==> config.mk <==
export PLATFORM = sky130hd
export DESIGN_NAME = script_lexer
export DESIGN_NICKNAME = d
export VERILOG_FILES = /design/src/rtl/slx_pkg.sv /design/src/rtl/slx_front.sv /design/src/rtl/slx_queue.sv /design/src/rtl/slx_back.sv /design/src/rtl/script_lexer.sv
export SDC_FILE = /design/constraint.sdc
export NUM_CORES = 2
export LEC_CHECK = 0
export BUFFER_PORTS_ARGS = -buffer_cell sky130_fd_sc_hd__buf_2
export CORE_MARGIN = 5
export CORE_UTILIZATION = 40
export DETAILED_ROUTE_END_ITERATION = 7
export PLACE_DENSITY_LB_ADDON = 0.1
export SETUP_SLACK_MARGIN = 0.1
export SYNTH_ARGS = -nofsm -noshare
export SYNTH_HDL_FRONTEND = slang
export SYNTH_SLANG_ARGS = --single-unit
==> constraint.sdc <==
create_clock -name clk -period 8.6 [get_ports clk]
set_clock_uncertainty 0.1 [all_clocks]
set_input_delay 0.43 -clock clk [delete_from_list [all_inputs] [get_ports clk]]
set_output_delay 0.43 -clock clk [all_outputs]
set_load 0.03 [all_outputs]
==> src/rtl/slx_pkg.sv <==
`timescale 1ns / 1ps
package slx_pkg;

  localparam int OffsetBitsDefault = 24;
  localparam int LineBitsDefault   = 20;
  localparam int DepthBitsDefault  = 16;
  localparam int KwMaxLenDefault   = 6;
  localparam int QueueDepth        = 4;

  // token kinds that the scanner names directly
  localparam logic [5:0] K_LPAREN  = 6'd0;
  localparam logic [5:0] K_RPAREN  = 6'd1;
  localparam logic [5:0] K_LBRACE  = 6'd2;
  localparam logic [5:0] K_RBRACE  = 6'd3;
  localparam logic [5:0] K_COMMA   = 6'd4;
  localparam logic [5:0] K_DOT     = 6'd5;
  localparam logic [5:0] K_MINUS   = 6'd6;
  localparam logic [5:0] K_PLUS    = 6'd7;
  localparam logic [5:0] K_SEMI    = 6'd8;
  localparam logic [5:0] K_SLASH   = 6'd9;
  localparam logic [5:0] K_STAR    = 6'd10;
  localparam logic [5:0] K_BANG    = 6'd11;
  localparam logic [5:0] K_EQUAL   = 6'd13;
  localparam logic [5:0] K_GREATER = 6'd15;
  localparam logic [5:0] K_LESS    = 6'd17;
  localparam logic [5:0] K_IDENT   = 6'd19;
  localparam logic [5:0] K_STRING  = 6'd20;
  localparam logic [5:0] K_NUMBER  = 6'd21;
  localparam logic [5:0] K_EOF     = 6'd38;

  localparam logic [1:0] E_NONE       = 2'd0;
  localparam logic [1:0] E_UNEXPECTED = 2'd1;
  localparam logic [1:0] E_OPEN_STR   = 2'd2;
  localparam logic [1:0] E_OPEN_CMT   = 2'd3;

  typedef struct packed {
    logic [5:0]  kind;
    logic [1:0]  err;
    logic [19:0] line;
    logic [23:0] start;
    logic [23:0] len;
  } res_t;

  // one transaction's worth of results, cnt is 1..3
  typedef struct packed {
    logic [1:0] cnt;
    res_t [2:0] res;
  } pkt_t;

  // chars hold the first letter in the low byte, zero above the word
  function automatic logic [5:0] kw_kind(input logic [63:0] chars);
    logic [5:0] k;
    begin
      case (chars)
        64'("dna"):    k = 6'd22;
        64'("ssalc"):  k = 6'd23;
        64'("esle"):   k = 6'd24;
        64'("eslaf"):  k = 6'd25;
        64'("nuf"):    k = 6'd26;
        64'("rof"):    k = 6'd27;
        64'("fi"):     k = 6'd28;
        64'("lin"):    k = 6'd29;
        64'("ro"):     k = 6'd30;
        64'("tnirp"):  k = 6'd31;
        64'("nruter"): k = 6'd32;
        64'("repus"):  k = 6'd33;
        64'("siht"):   k = 6'd34;
        64'("eurt"):   k = 6'd35;
        64'("rav"):    k = 6'd36;
        64'("elihw"):  k = 6'd37;
        default:       k = K_IDENT;
      endcase
      return k;
    end
  endfunction

endpackage

==> src/rtl/slx_front.sv <==
`timescale 1ns / 1ps
module slx_front import slx_pkg::*; #(
  parameter int OFFSET_BITS     = OffsetBitsDefault,
  parameter int LINE_BITS       = LineBitsDefault,
  parameter int DEPTH_BITS      = DepthBitsDefault,
  parameter int KEYWORD_MAX_LEN = KwMaxLenDefault
) (
  input  logic       clk,
  input  logic       rst,
  input  logic       in_valid,
  input  logic       in_ready,
  input  logic [7:0] in_byte,
  input  logic       in_end,
  output logic       push,
  output pkt_t       push_pkt
);

  localparam int CW = $clog2(KEYWORD_MAX_LEN + 1);
  localparam int KW = 8 * KEYWORD_MAX_LEN;

  localparam logic [3:0] M_IDLE      = 4'd0;
  localparam logic [3:0] M_IDENT     = 4'd1;
  localparam logic [3:0] M_NUM_INT   = 4'd2;
  localparam logic [3:0] M_NUM_DOT   = 4'd3;
  localparam logic [3:0] M_NUM_FRAC  = 4'd4;
  localparam logic [3:0] M_STRING    = 4'd5;
  localparam logic [3:0] M_LINE_CMT  = 4'd6;
  localparam logic [3:0] M_BLOCK_CMT = 4'd7;
  localparam logic [3:0] M_OPER      = 4'd8;

  localparam logic [2:0] OP_NONE    = 3'd0;
  localparam logic [2:0] OP_BANG    = 3'd1;
  localparam logic [2:0] OP_EQUAL   = 3'd2;
  localparam logic [2:0] OP_LESS    = 3'd3;
  localparam logic [2:0] OP_GREATER = 3'd4;
  localparam logic [2:0] OP_SLASH   = 3'd5;

  localparam logic [1:0] PAIR_NONE  = 2'd0;
  localparam logic [1:0] PAIR_SLASH = 2'd1;
  localparam logic [1:0] PAIR_STAR  = 2'd2;

  logic [3:0]             mode, mode_next;
  logic [2:0]             op, op_next;
  logic [KW-1:0]          chars, chars_next;
  logic [CW-1:0]          kcnt, kcnt_next;
  logic                   toolong, toolong_next;
  logic [DEPTH_BITS-1:0]  depth, depth_next;
  logic [1:0]             pair, pair_next;
  logic [OFFSET_BITS-1:0] pos, pos_next;
  logic [OFFSET_BITS-1:0] tbegin, tbegin_next;
  logic [LINE_BITS-1:0]   line, line_next;

  logic                   go;
  logic [1:0]             n;
  res_t [2:0]             slot;
  logic                   sb;
  logic [5:0]             ident_kind;
  logic [OFFSET_BITS-1:0] pos_m1;

  function automatic logic [5:0] op_kind(input logic [2:0] o);
    logic [5:0] k;
    begin
      case (o)
        OP_BANG:    k = K_BANG;
        OP_EQUAL:   k = K_EQUAL;
        OP_LESS:    k = K_LESS;
        OP_GREATER: k = K_GREATER;
        OP_SLASH:   k = K_SLASH;
        default:    k = K_LPAREN;
      endcase
      return k;
    end
  endfunction

  function automatic res_t mk(input logic [5:0] k, input logic [1:0] e,
                              input logic [LINE_BITS-1:0] ln,
                              input logic [OFFSET_BITS-1:0] s,
                              input logic [OFFSET_BITS-1:0] l);
    res_t r;
    logic [31:0] lw, sw, lenw;
    begin
      lw      = 32'(ln);
      sw      = 32'(s);
      lenw    = 32'(l);
      r.kind  = k;
      r.err   = e;
      r.line  = lw[19:0];
      r.start = sw[23:0];
      r.len   = lenw[23:0];
      return r;
    end
  endfunction

  assign go     = in_valid && in_ready;
  assign pos_m1 = pos - 1'b1;
  assign ident_kind = toolong ? K_IDENT : kw_kind(64'(chars));

  always_comb begin
    mode_next    = mode;
    op_next      = op;
    chars_next   = chars;
    kcnt_next    = kcnt;
    toolong_next = toolong;
    depth_next   = depth;
    pair_next    = pair;
    pos_next     = pos;
    tbegin_next  = tbegin;
    line_next    = line;
    n            = 2'd0;
    slot         = '0;
    sb           = 1'b0;
    if (in_end) begin
      case (mode)
        M_IDENT: begin
          slot[n] = mk(ident_kind, E_NONE, line, tbegin, pos - tbegin); n = n + 2'd1;
        end
        M_NUM_INT, M_NUM_FRAC: begin
          slot[n] = mk(K_NUMBER, E_NONE, line, tbegin, pos - tbegin); n = n + 2'd1;
        end
        M_NUM_DOT: begin
          slot[n] = mk(K_NUMBER, E_NONE, line, tbegin, pos_m1 - tbegin); n = n + 2'd1;
          slot[n] = mk(K_DOT, E_NONE, line, pos_m1, OFFSET_BITS'(1)); n = n + 2'd1;
        end
        M_STRING: begin
          slot[n] = mk(6'd0, E_OPEN_STR, line, tbegin, pos - tbegin); n = n + 2'd1;
        end
        M_BLOCK_CMT: begin
          slot[n] = mk(6'd0, E_OPEN_CMT, line, tbegin, pos - tbegin); n = n + 2'd1;
        end
        M_OPER: begin
          slot[n] = mk(op_kind(op), E_NONE, line, tbegin, OFFSET_BITS'(1)); n = n + 2'd1;
        end
        default: ;
      endcase
      slot[n] = mk(K_EOF, E_NONE, line, pos, '0); n = n + 2'd1;
      // end of text puts everything back to the reset values
      mode_next    = M_IDLE;
      op_next      = OP_NONE;
      chars_next   = '0;
      kcnt_next    = '0;
      toolong_next = 1'b0;
      depth_next   = '0;
      pair_next    = PAIR_NONE;
      pos_next     = '0;
      tbegin_next  = '0;
      line_next    = LINE_BITS'(1);
    end else begin
      case (mode)
        M_IDENT: begin
          if (in_byte inside {["a":"z"], ["A":"Z"], "_", ["0":"9"]}) begin
            if (kcnt < CW'(KEYWORD_MAX_LEN)) begin
              chars_next[8*kcnt +: 8] = in_byte;
              kcnt_next = kcnt + 1'b1;
            end else begin
              toolong_next = 1'b1;
            end
          end else begin
            slot[n] = mk(ident_kind, E_NONE, line, tbegin, pos - tbegin); n = n + 2'd1;
            sb = 1'b1;
          end
        end
        M_NUM_INT: begin
          if (in_byte == ".") begin
            mode_next = M_NUM_DOT;
          end else if (!(in_byte inside {["0":"9"]})) begin
            slot[n] = mk(K_NUMBER, E_NONE, line, tbegin, pos - tbegin); n = n + 2'd1;
            sb = 1'b1;
          end
        end
        M_NUM_DOT: begin
          if (in_byte inside {["0":"9"]}) begin
            mode_next = M_NUM_FRAC;
          end else begin
            slot[n] = mk(K_NUMBER, E_NONE, line, tbegin, pos_m1 - tbegin); n = n + 2'd1;
            slot[n] = mk(K_DOT, E_NONE, line, pos_m1, OFFSET_BITS'(1)); n = n + 2'd1;
            sb = 1'b1;
          end
        end
        M_NUM_FRAC: begin
          if (!(in_byte inside {["0":"9"]})) begin
            slot[n] = mk(K_NUMBER, E_NONE, line, tbegin, pos - tbegin); n = n + 2'd1;
            sb = 1'b1;
          end
        end
        M_STRING: begin
          if (in_byte == "\"") begin
            slot[n] = mk(K_STRING, E_NONE, line, tbegin, pos + 1'b1 - tbegin);
            n = n + 2'd1;
            mode_next = M_IDLE;
          end else if (in_byte == "\n") begin
            if (line != '1) line_next = line + 1'b1;
          end
        end
        M_LINE_CMT: begin
          if (in_byte == "\n") sb = 1'b1;
        end
        M_BLOCK_CMT: begin
          pair_next = PAIR_NONE;
          if (pair == PAIR_SLASH && in_byte == "*") begin
            if (depth != '1) depth_next = depth + 1'b1;
          end else if (pair == PAIR_STAR && in_byte == "/") begin
            if (depth != '0) depth_next = depth - 1'b1;
            if (depth_next == '0) mode_next = M_IDLE;
          end else if (in_byte == "\n") begin
            if (line != '1) line_next = line + 1'b1;
          end else if (in_byte == "/") begin
            pair_next = PAIR_SLASH;
          end else if (in_byte == "*") begin
            pair_next = PAIR_STAR;
          end
        end
        M_OPER: begin
          if (op == OP_SLASH) begin
            if (in_byte == "/") begin
              mode_next = M_LINE_CMT;
              op_next   = OP_NONE;
            end else if (in_byte == "*") begin
              mode_next  = M_BLOCK_CMT;
              op_next    = OP_NONE;
              depth_next = DEPTH_BITS'(1);
              pair_next  = PAIR_NONE;
            end else begin
              slot[n] = mk(K_SLASH, E_NONE, line, tbegin, OFFSET_BITS'(1)); n = n + 2'd1;
              sb = 1'b1;
            end
          end else if (in_byte == "=") begin
            slot[n] = mk(op_kind(op) + 6'd1, E_NONE, line, tbegin, OFFSET_BITS'(2));
            n = n + 2'd1;
            mode_next = M_IDLE;
            op_next   = OP_NONE;
          end else begin
            slot[n] = mk(op_kind(op), E_NONE, line, tbegin, OFFSET_BITS'(1)); n = n + 2'd1;
            sb = 1'b1;
          end
        end
        default: sb = 1'b1;
      endcase
      // first byte of a new token
      if (sb) begin
        mode_next   = M_IDLE;
        op_next     = OP_NONE;
        tbegin_next = pos;
        case (in_byte)
          "(": begin slot[n] = mk(K_LPAREN, E_NONE, line, pos, OFFSET_BITS'(1)); n = n + 2'd1; end
          ")": begin slot[n] = mk(K_RPAREN, E_NONE, line, pos, OFFSET_BITS'(1)); n = n + 2'd1; end
          "{": begin slot[n] = mk(K_LBRACE, E_NONE, line, pos, OFFSET_BITS'(1)); n = n + 2'd1; end
          "}": begin slot[n] = mk(K_RBRACE, E_NONE, line, pos, OFFSET_BITS'(1)); n = n + 2'd1; end
          ",": begin slot[n] = mk(K_COMMA, E_NONE, line, pos, OFFSET_BITS'(1)); n = n + 2'd1; end
          ".": begin slot[n] = mk(K_DOT, E_NONE, line, pos, OFFSET_BITS'(1)); n = n + 2'd1; end
          "-": begin slot[n] = mk(K_MINUS, E_NONE, line, pos, OFFSET_BITS'(1)); n = n + 2'd1; end
          "+": begin slot[n] = mk(K_PLUS, E_NONE, line, pos, OFFSET_BITS'(1)); n = n + 2'd1; end
          ";": begin slot[n] = mk(K_SEMI, E_NONE, line, pos, OFFSET_BITS'(1)); n = n + 2'd1; end
          "*": begin slot[n] = mk(K_STAR, E_NONE, line, pos, OFFSET_BITS'(1)); n = n + 2'd1; end
          "!": begin mode_next = M_OPER; op_next = OP_BANG; end
          "=": begin mode_next = M_OPER; op_next = OP_EQUAL; end
          "<": begin mode_next = M_OPER; op_next = OP_LESS; end
          ">": begin mode_next = M_OPER; op_next = OP_GREATER; end
          "/": begin mode_next = M_OPER; op_next = OP_SLASH; end
          " ", 8'h0D, "\t": ;
          "\n": begin
            if (line != '1) line_next = line + 1'b1;
          end
          "\"": mode_next = M_STRING;
          default: begin
            if (in_byte inside {["0":"9"]}) begin
              mode_next = M_NUM_INT;
            end else if (in_byte inside {["a":"z"], ["A":"Z"], "_"}) begin
              mode_next    = M_IDENT;
              chars_next   = KW'(in_byte);
              kcnt_next    = CW'(1);
              toolong_next = 1'b0;
            end else begin
              slot[n] = mk(6'd0, E_UNEXPECTED, line, pos, OFFSET_BITS'(1)); n = n + 2'd1;
            end
          end
        endcase
      end
      pos_next = pos + 1'b1;
    end
  end

  assign push         = go && (n != 2'd0);
  assign push_pkt.cnt = n;
  assign push_pkt.res = slot;

  always_ff @(posedge clk) begin
    if (rst) begin
      mode    <= M_IDLE;
      op      <= OP_NONE;
      chars   <= '0;
      kcnt    <= '0;
      toolong <= 1'b0;
      depth   <= '0;
      pair    <= PAIR_NONE;
      pos     <= '0;
      tbegin  <= '0;
      line    <= LINE_BITS'(1);
    end else if (go) begin
      mode    <= mode_next;
      op      <= op_next;
      chars   <= chars_next;
      kcnt    <= kcnt_next;
      toolong <= toolong_next;
      depth   <= depth_next;
      pair    <= pair_next;
      pos     <= pos_next;
      tbegin  <= tbegin_next;
      line    <= line_next;
    end
  end

endmodule

==> src/rtl/slx_queue.sv <==
`timescale 1ns / 1ps
module slx_queue import slx_pkg::*; (
  input  logic clk,
  input  logic rst,
  input  logic push,
  input  pkt_t push_pkt,
  output logic full,
  input  logic pop,
  output logic empty,
  output pkt_t head
);

  localparam int AW = $clog2(QueueDepth);
  localparam int NW = $clog2(QueueDepth + 1);

  pkt_t          mem [QueueDepth];
  logic [AW-1:0] wptr, rptr;
  logic [NW-1:0] count;

  assign full  = (count == NW'(QueueDepth));
  assign empty = (count == '0);
  assign head  = mem[rptr];

  always_ff @(posedge clk) begin
    if (push) mem[wptr] <= push_pkt;
  end

  always_ff @(posedge clk) begin
    if (rst) begin
      wptr  <= '0;
      rptr  <= '0;
      count <= '0;
    end else begin
      if (push) wptr <= (wptr == AW'(QueueDepth - 1)) ? '0 : wptr + 1'b1;
      if (pop)  rptr <= (rptr == AW'(QueueDepth - 1)) ? '0 : rptr + 1'b1;
      if (push && !pop)      count <= count + 1'b1;
      else if (pop && !push) count <= count - 1'b1;
    end
  end

endmodule

==> src/rtl/slx_back.sv <==
`timescale 1ns / 1ps
module slx_back import slx_pkg::*; (
  input  logic clk,
  input  logic rst,
  input  logic empty,
  input  pkt_t head,
  output logic pop,
  output logic out_valid,
  input  logic out_ready,
  output res_t out_res,
  output logic out_last
);

  logic [1:0] idx;

  assign out_valid = !empty;
  assign out_res   = head.res[idx];
  assign out_last  = (idx == head.cnt - 2'd1);
  assign pop       = out_valid && out_ready && out_last;

  always_ff @(posedge clk) begin
    if (rst) begin
      idx <= '0;
    end else if (out_valid && out_ready) begin
      idx <= out_last ? 2'd0 : idx + 2'd1;
    end
  end

endmodule

==> src/rtl/script_lexer.sv <==
`timescale 1ns / 1ps
// script_lexer: streaming scanner for a small scripting language
//
// input stream: one source byte per transaction on s_axis_tdata; s_axis_tuser
// high marks end of text (byte ignored), which flushes any pending token,
// emits end of file and returns the scanner to its reset state
// output stream: one token or error per transaction; m_axis_tlast is high on
// the final result caused by one input transaction (zero to three results)
//
// a result is written into the queue and offered on m_axis from the queue head
// throughput: one input byte per cycle unless the queue is full; output drains
// one result per cycle while m_axis_tready is high; three results take three transfers
// the scanner front writes each byte's results into a four-entry queue and
// the back end reads them out; s_axis_tready drops only while the queue is
// full, so a stalled receiver holds the input off once four entries wait
//
// reset (rst, synchronous): scanner idle, line 1, offset 0, queue empty
module script_lexer import slx_pkg::*; #(
  parameter int OFFSET_BITS     = OffsetBitsDefault,
  parameter int LINE_BITS       = LineBitsDefault,
  parameter int DEPTH_BITS      = DepthBitsDefault,
  parameter int KEYWORD_MAX_LEN = KwMaxLenDefault
) (
  input  logic        clk,
  input  logic        rst,
  input  logic        s_axis_tvalid,
  output logic        s_axis_tready,
  input  logic [7:0]  s_axis_tdata,   // byte_value
  input  logic        s_axis_tuser,   // end_of_source
  output logic        m_axis_tvalid,
  input  logic        m_axis_tready,
  output logic [71:0] m_axis_tdata,   // line_number_out, start_offset, token_length, zero pad
  output logic [7:0]  m_axis_tuser,   // token_kind, error_code
  output logic        m_axis_tlast    // last_of_run
);

  logic full, empty, push, pop;
  pkt_t push_pkt, head;
  res_t res;

  assign s_axis_tready = !full;

  // front: classify each byte and build its results
  slx_front #(
    .OFFSET_BITS    (OFFSET_BITS),
    .LINE_BITS      (LINE_BITS),
    .DEPTH_BITS     (DEPTH_BITS),
    .KEYWORD_MAX_LEN(KEYWORD_MAX_LEN)
  ) u_front (
    .clk     (clk),
    .rst     (rst),
    .in_valid(s_axis_tvalid),
    .in_ready(s_axis_tready),
    .in_byte (s_axis_tdata),
    .in_end  (s_axis_tuser),
    .push    (push),
    .push_pkt(push_pkt)
  );

  // queue of per-byte result bundles decouples the two sides
  slx_queue u_queue (
    .clk     (clk),
    .rst     (rst),
    .push    (push),
    .push_pkt(push_pkt),
    .full    (full),
    .pop     (pop),
    .empty   (empty),
    .head    (head)
  );

  // back: hand results out one transaction at a time
  slx_back u_back (
    .clk      (clk),
    .rst      (rst),
    .empty    (empty),
    .head     (head),
    .pop      (pop),
    .out_valid(m_axis_tvalid),
    .out_ready(m_axis_tready),
    .out_res  (res),
    .out_last (m_axis_tlast)
  );

  assign m_axis_tdata = {4'd0, res.len, res.start, res.line};
  assign m_axis_tuser = {res.err, res.kind};

endmodule
==> impl_metrics.env <==
export IMPL_status="complete, no violations"
export IMPL_crit_slowest_cell="nor3_2"
export IMPL_hold_slack_ps=49.46
export IMPL_final_max_slew_viol_count=0
export IMPL_cap_violations=0
export IMPL_cp_slowest_stage_delay_ps=850
export IMPL_yosys_area_top_type="edfxtp_1"
export IMPL_ios=96
export IMPL_routed_via_density=5.903
export IMPL_power_density_nw_per_um2=261.5
export IMPL_synth_most_common_cell="edfxtp_1"
export IMPL_start_kind="input port"
export IMPL_grt_pass1_wl_mm=195.4
export IMPL_gr_total_overflow=0
export IMPL_ys_ff_latch=876
export IMPL_antenna_found_initial=5
export IMPL_crit_path_end_kind="flip-flop"
export IMPL_die_area_sq_um=117100
export IMPL_fin_nets=3709
export IMPL_drc=0
export IMPL_clkTransAtPathRegs_ps=60
export IMPL_reg2reg_from="u_front.mode[2]"
export IMPL_clockBufferDepth=3
export IMPL_drt_wl_total_mm=129.9
export IMPL_finalSetupViolations=0
export IMPL_clock_sinks=876
export IMPL_rows=121
export IMPL_relSlewSlack_pct=20.02
export IMPL_die_x_microns=342.2
export IMPL_cts_hold_buf=1
export IMPL_areaGrowthSynthToFinish_pct=11.76
export IMPL_postCtsSetupBuffers=0
export IMPL_period_minus_slack_ps=6320
export IMPL_ant_nets=0
export IMPL_hold_viol=0
export IMPL_setup_tns_ps=0
export IMPL_syn_cell_area_sq_um=44130
export IMPL_worstHoldPathCells=4
export IMPL_grt_max_degree=122
export IMPL_fp_coreArea_sq_um=109200
export IMPL_reg2reg_slack_ps=2720
export IMPL_ctsResizeCount=0
export IMPL_grt_pass1_vias=29810
export IMPL_cts_tree="built"
export IMPL_fin_crit_sh_pct=73.49
export IMPL_min_delay_start="m_axis_tready"
export IMPL_drtIter0Drc=2838
export IMPL_num_vias=30480
export IMPL_rsz0062_at_grt="false"
export IMPL_clock_root_buffer="clkbuf_16"
export IMPL_avgSynthCellArea_sq_um=12.28
export IMPL_synth_top_cells_by_count="720 x edfxtp_1, 275 x nor2_1, 251 x nand2_1"
export IMPL_crit_chain="dlygate4sd3_1 -> buf_2 -> nor3b_1 -> nand3_1 -> o211ai_1 -> nand4_1 -> inv_1 -> ha_1 -> o211ai_1 -> nor3_2 -> and2_1 -> or2_2 -> o22ai_1 -> a221o_1"
export IMPL_htree_levels=3
export IMPL_cts_made_buffers=97
export IMPL_ys_warn_count=0
export IMPL_routedWlPerCell_microns=25.15
export IMPL_cp_arrival_ps=6590
export IMPL_synth_distinct_cells=106
export IMPL_drive_gt1_share_pct=14.62
export IMPL_synth_edf_count=720
export IMPL_portBuffers=91
export IMPL_detailed_place_hpwl_mm=86.24
export IMPL_worstHoldEndpoint="u_back.idx[0]"
export IMPL_cpMostUsedCell="o211ai_1"
export IMPL_hold_path_class="in -> reg"
export IMPL_fmax_mhz=158.2
export IMPL_worst_pin_slew_ps=1184
export IMPL_async_reset_ff_share_pct=0
export IMPL_irDropWorstVdd_uv=133.1
export IMPL_track_usage_pct=21.78
export IMPL_drtPass1Iterations=6
export IMPL_insertion_delay_ps=670
export IMPL_synth_top_area_share_pct=48.99
export IMPL_start_util_pct=40.43
export IMPL_p_leak_nw=15.95
export IMPL_ff2ff_path_depth=12
export IMPL_syn_inst=3594
export IMPL_worstPathRequired_ps=8870
export IMPL_crit_type="in -> reg"
export IMPL_fillers=9931
export IMPL_worstPathMaxFanout=26
export IMPL_die_h_microns=342.2
export IMPL_ys_seq_area_share_pct=56.06
export IMPL_worstReg2RegEnd="u_queue.mem[1][18]"
export IMPL_gp_congestion=0.9153
export IMPL_synth_area_leaders="edfxtp_1 49%, mux4_2 9.2%, dfxtp_1 7.1%"
export IMPL_ys_flop_type="edfxtp_1"
metal layers:
| metal | global-route usage, % | vias to the layer above | part of all wire [%] |
|---|---|---|---|
| met3 | 2.489 | 164 | 5.3 |
| met2 | 33.92 | 956 | 45 |
| met4 | 5.361 | 0 | 2.1 |
| li1 | - | 13940 | - |
| met1 | 32.71 | 15420 | 47 |
| met5 | 0 | - | 0 |
critical path, delay by kind of cell:
| family | cells | cell delay, ps |
|---|---|---|
| fa+ha+maj | 1 | 320 |
| buf+inv | 3 | 950 |
| compound gates | 4 | 1310 |
| simple gates | 6 | 3520 |
flip-flops by register name, indices dropped and copies added, names as in the netlist, named ones only:
name             count
u_front.chars       48
u_front.tbegin      24
u_front.op           3
u_front.pos         24
u_queue.wptr         2
u_front.depth       16
u_front.line        20
u_back.idx           2
u_queue.mem        720
u_queue.rptr         2
u_front.toolong      1
u_queue.count        3
u_front.kcnt         3
u_front.mode         4
u_front.pair         2
report_power, final:
part / total [mW] / switching, mW / internal, mW
clock network: 4.18 / 1.73 / 2.45
registers: 5.23 / 0.177 / 5.05
logic: 3.49 / 2.29 / 1.20
total: 12.9 / 4.20 / 8.70
through the flow:
step                      setup slack [ps]  power [mW]  area (sq um)  cells  utilization (%)
after floorplan                       1118       7.782         44150   3597                -
after global placement                2374       8.835         46040   4978            42.18
after detailed placement              2326       8.839         46040   4978            42.18
after CTS                             2481       13.05         49320   5162            45.18
after global routing                  2050       13.50         49320   5163            45.19
final                                 2280       12.90         49330   5164            45.19
kinds of logic (layout without fill, tap and decap cells):
logic type	count (synthesis)	in the layout	share of synthesized area [%]
simple gates	1113	1113	13.02
buf+inv	318	407	2.846
fa+ha+maj	94	94	2.733
flops	876	876	56.06
xor+xnor	105	105	2.101
mux	249	249	10.76
compound gates	838	838	12.47
other cells	1	6	0.008497
cell usage in the layout, fill, tap and decap left out, types with 41 or more instances in the layout:
cell       synthesis  layout
edfxtp_1         720     720
nor2_1           275     274
nand2_1          251     250
o21ai_0          206     205
a21oi_1          186     186
mux4_2           180     180
dfxtp_1          156     152
clkbuf_16          0     100
ha_1              90      90
buf_2             21      89
nor2b_1           89      88
inv_1             82      82
nor3_1            82      80
nand3_1           74      74
a22oi_1           69      69
mux2i_1           67      67
xnor2_1           63      63
and2_1            61      57
buf_4              5      43
xor2_1            41      41
how the worst max path moves through the flow:
stage / start / slack (ps) / cells past startpoint / to
3_3_place_gp: s_axis_tdata[5] / 2370 / 13 / u_queue.mem[1][18]
2_1_floorplan: s_axis_tdata[6] / 1120 / 10 / u_queue.mem[0][0]
4_1_cts: s_axis_tdata[5] / 2480 / 14 / u_queue.mem[1][18]
6_report: s_axis_tdata[5] / 2280 / 14 / u_queue.mem[1][18]
3_5_place_dp: s_axis_tdata[5] / 2330 / 13 / u_queue.mem[2][18]
5_1_grt: s_axis_tdata[5] / 2050 / 14 / u_queue.mem[0][18]
area by class of cell:
class | instances | area [sq um] | share of cell area (%)
tap | 1476 | 1847 | 3.744
antenna | 2 | 5.005 | 0.01015
clock inverter | 52 | 545.5 | 1.106
timing repair buffer | 141 | 938.4 | 1.902
sequential | 876 | 24760 | 50.19
clock buffer | 131 | 2723 | 5.520
multi-input combinational | 2403 | 18200 | 36.90
inverter | 83 | 311.5 | 0.6316
No activity file was read; power rests on OpenSTA's default activity.
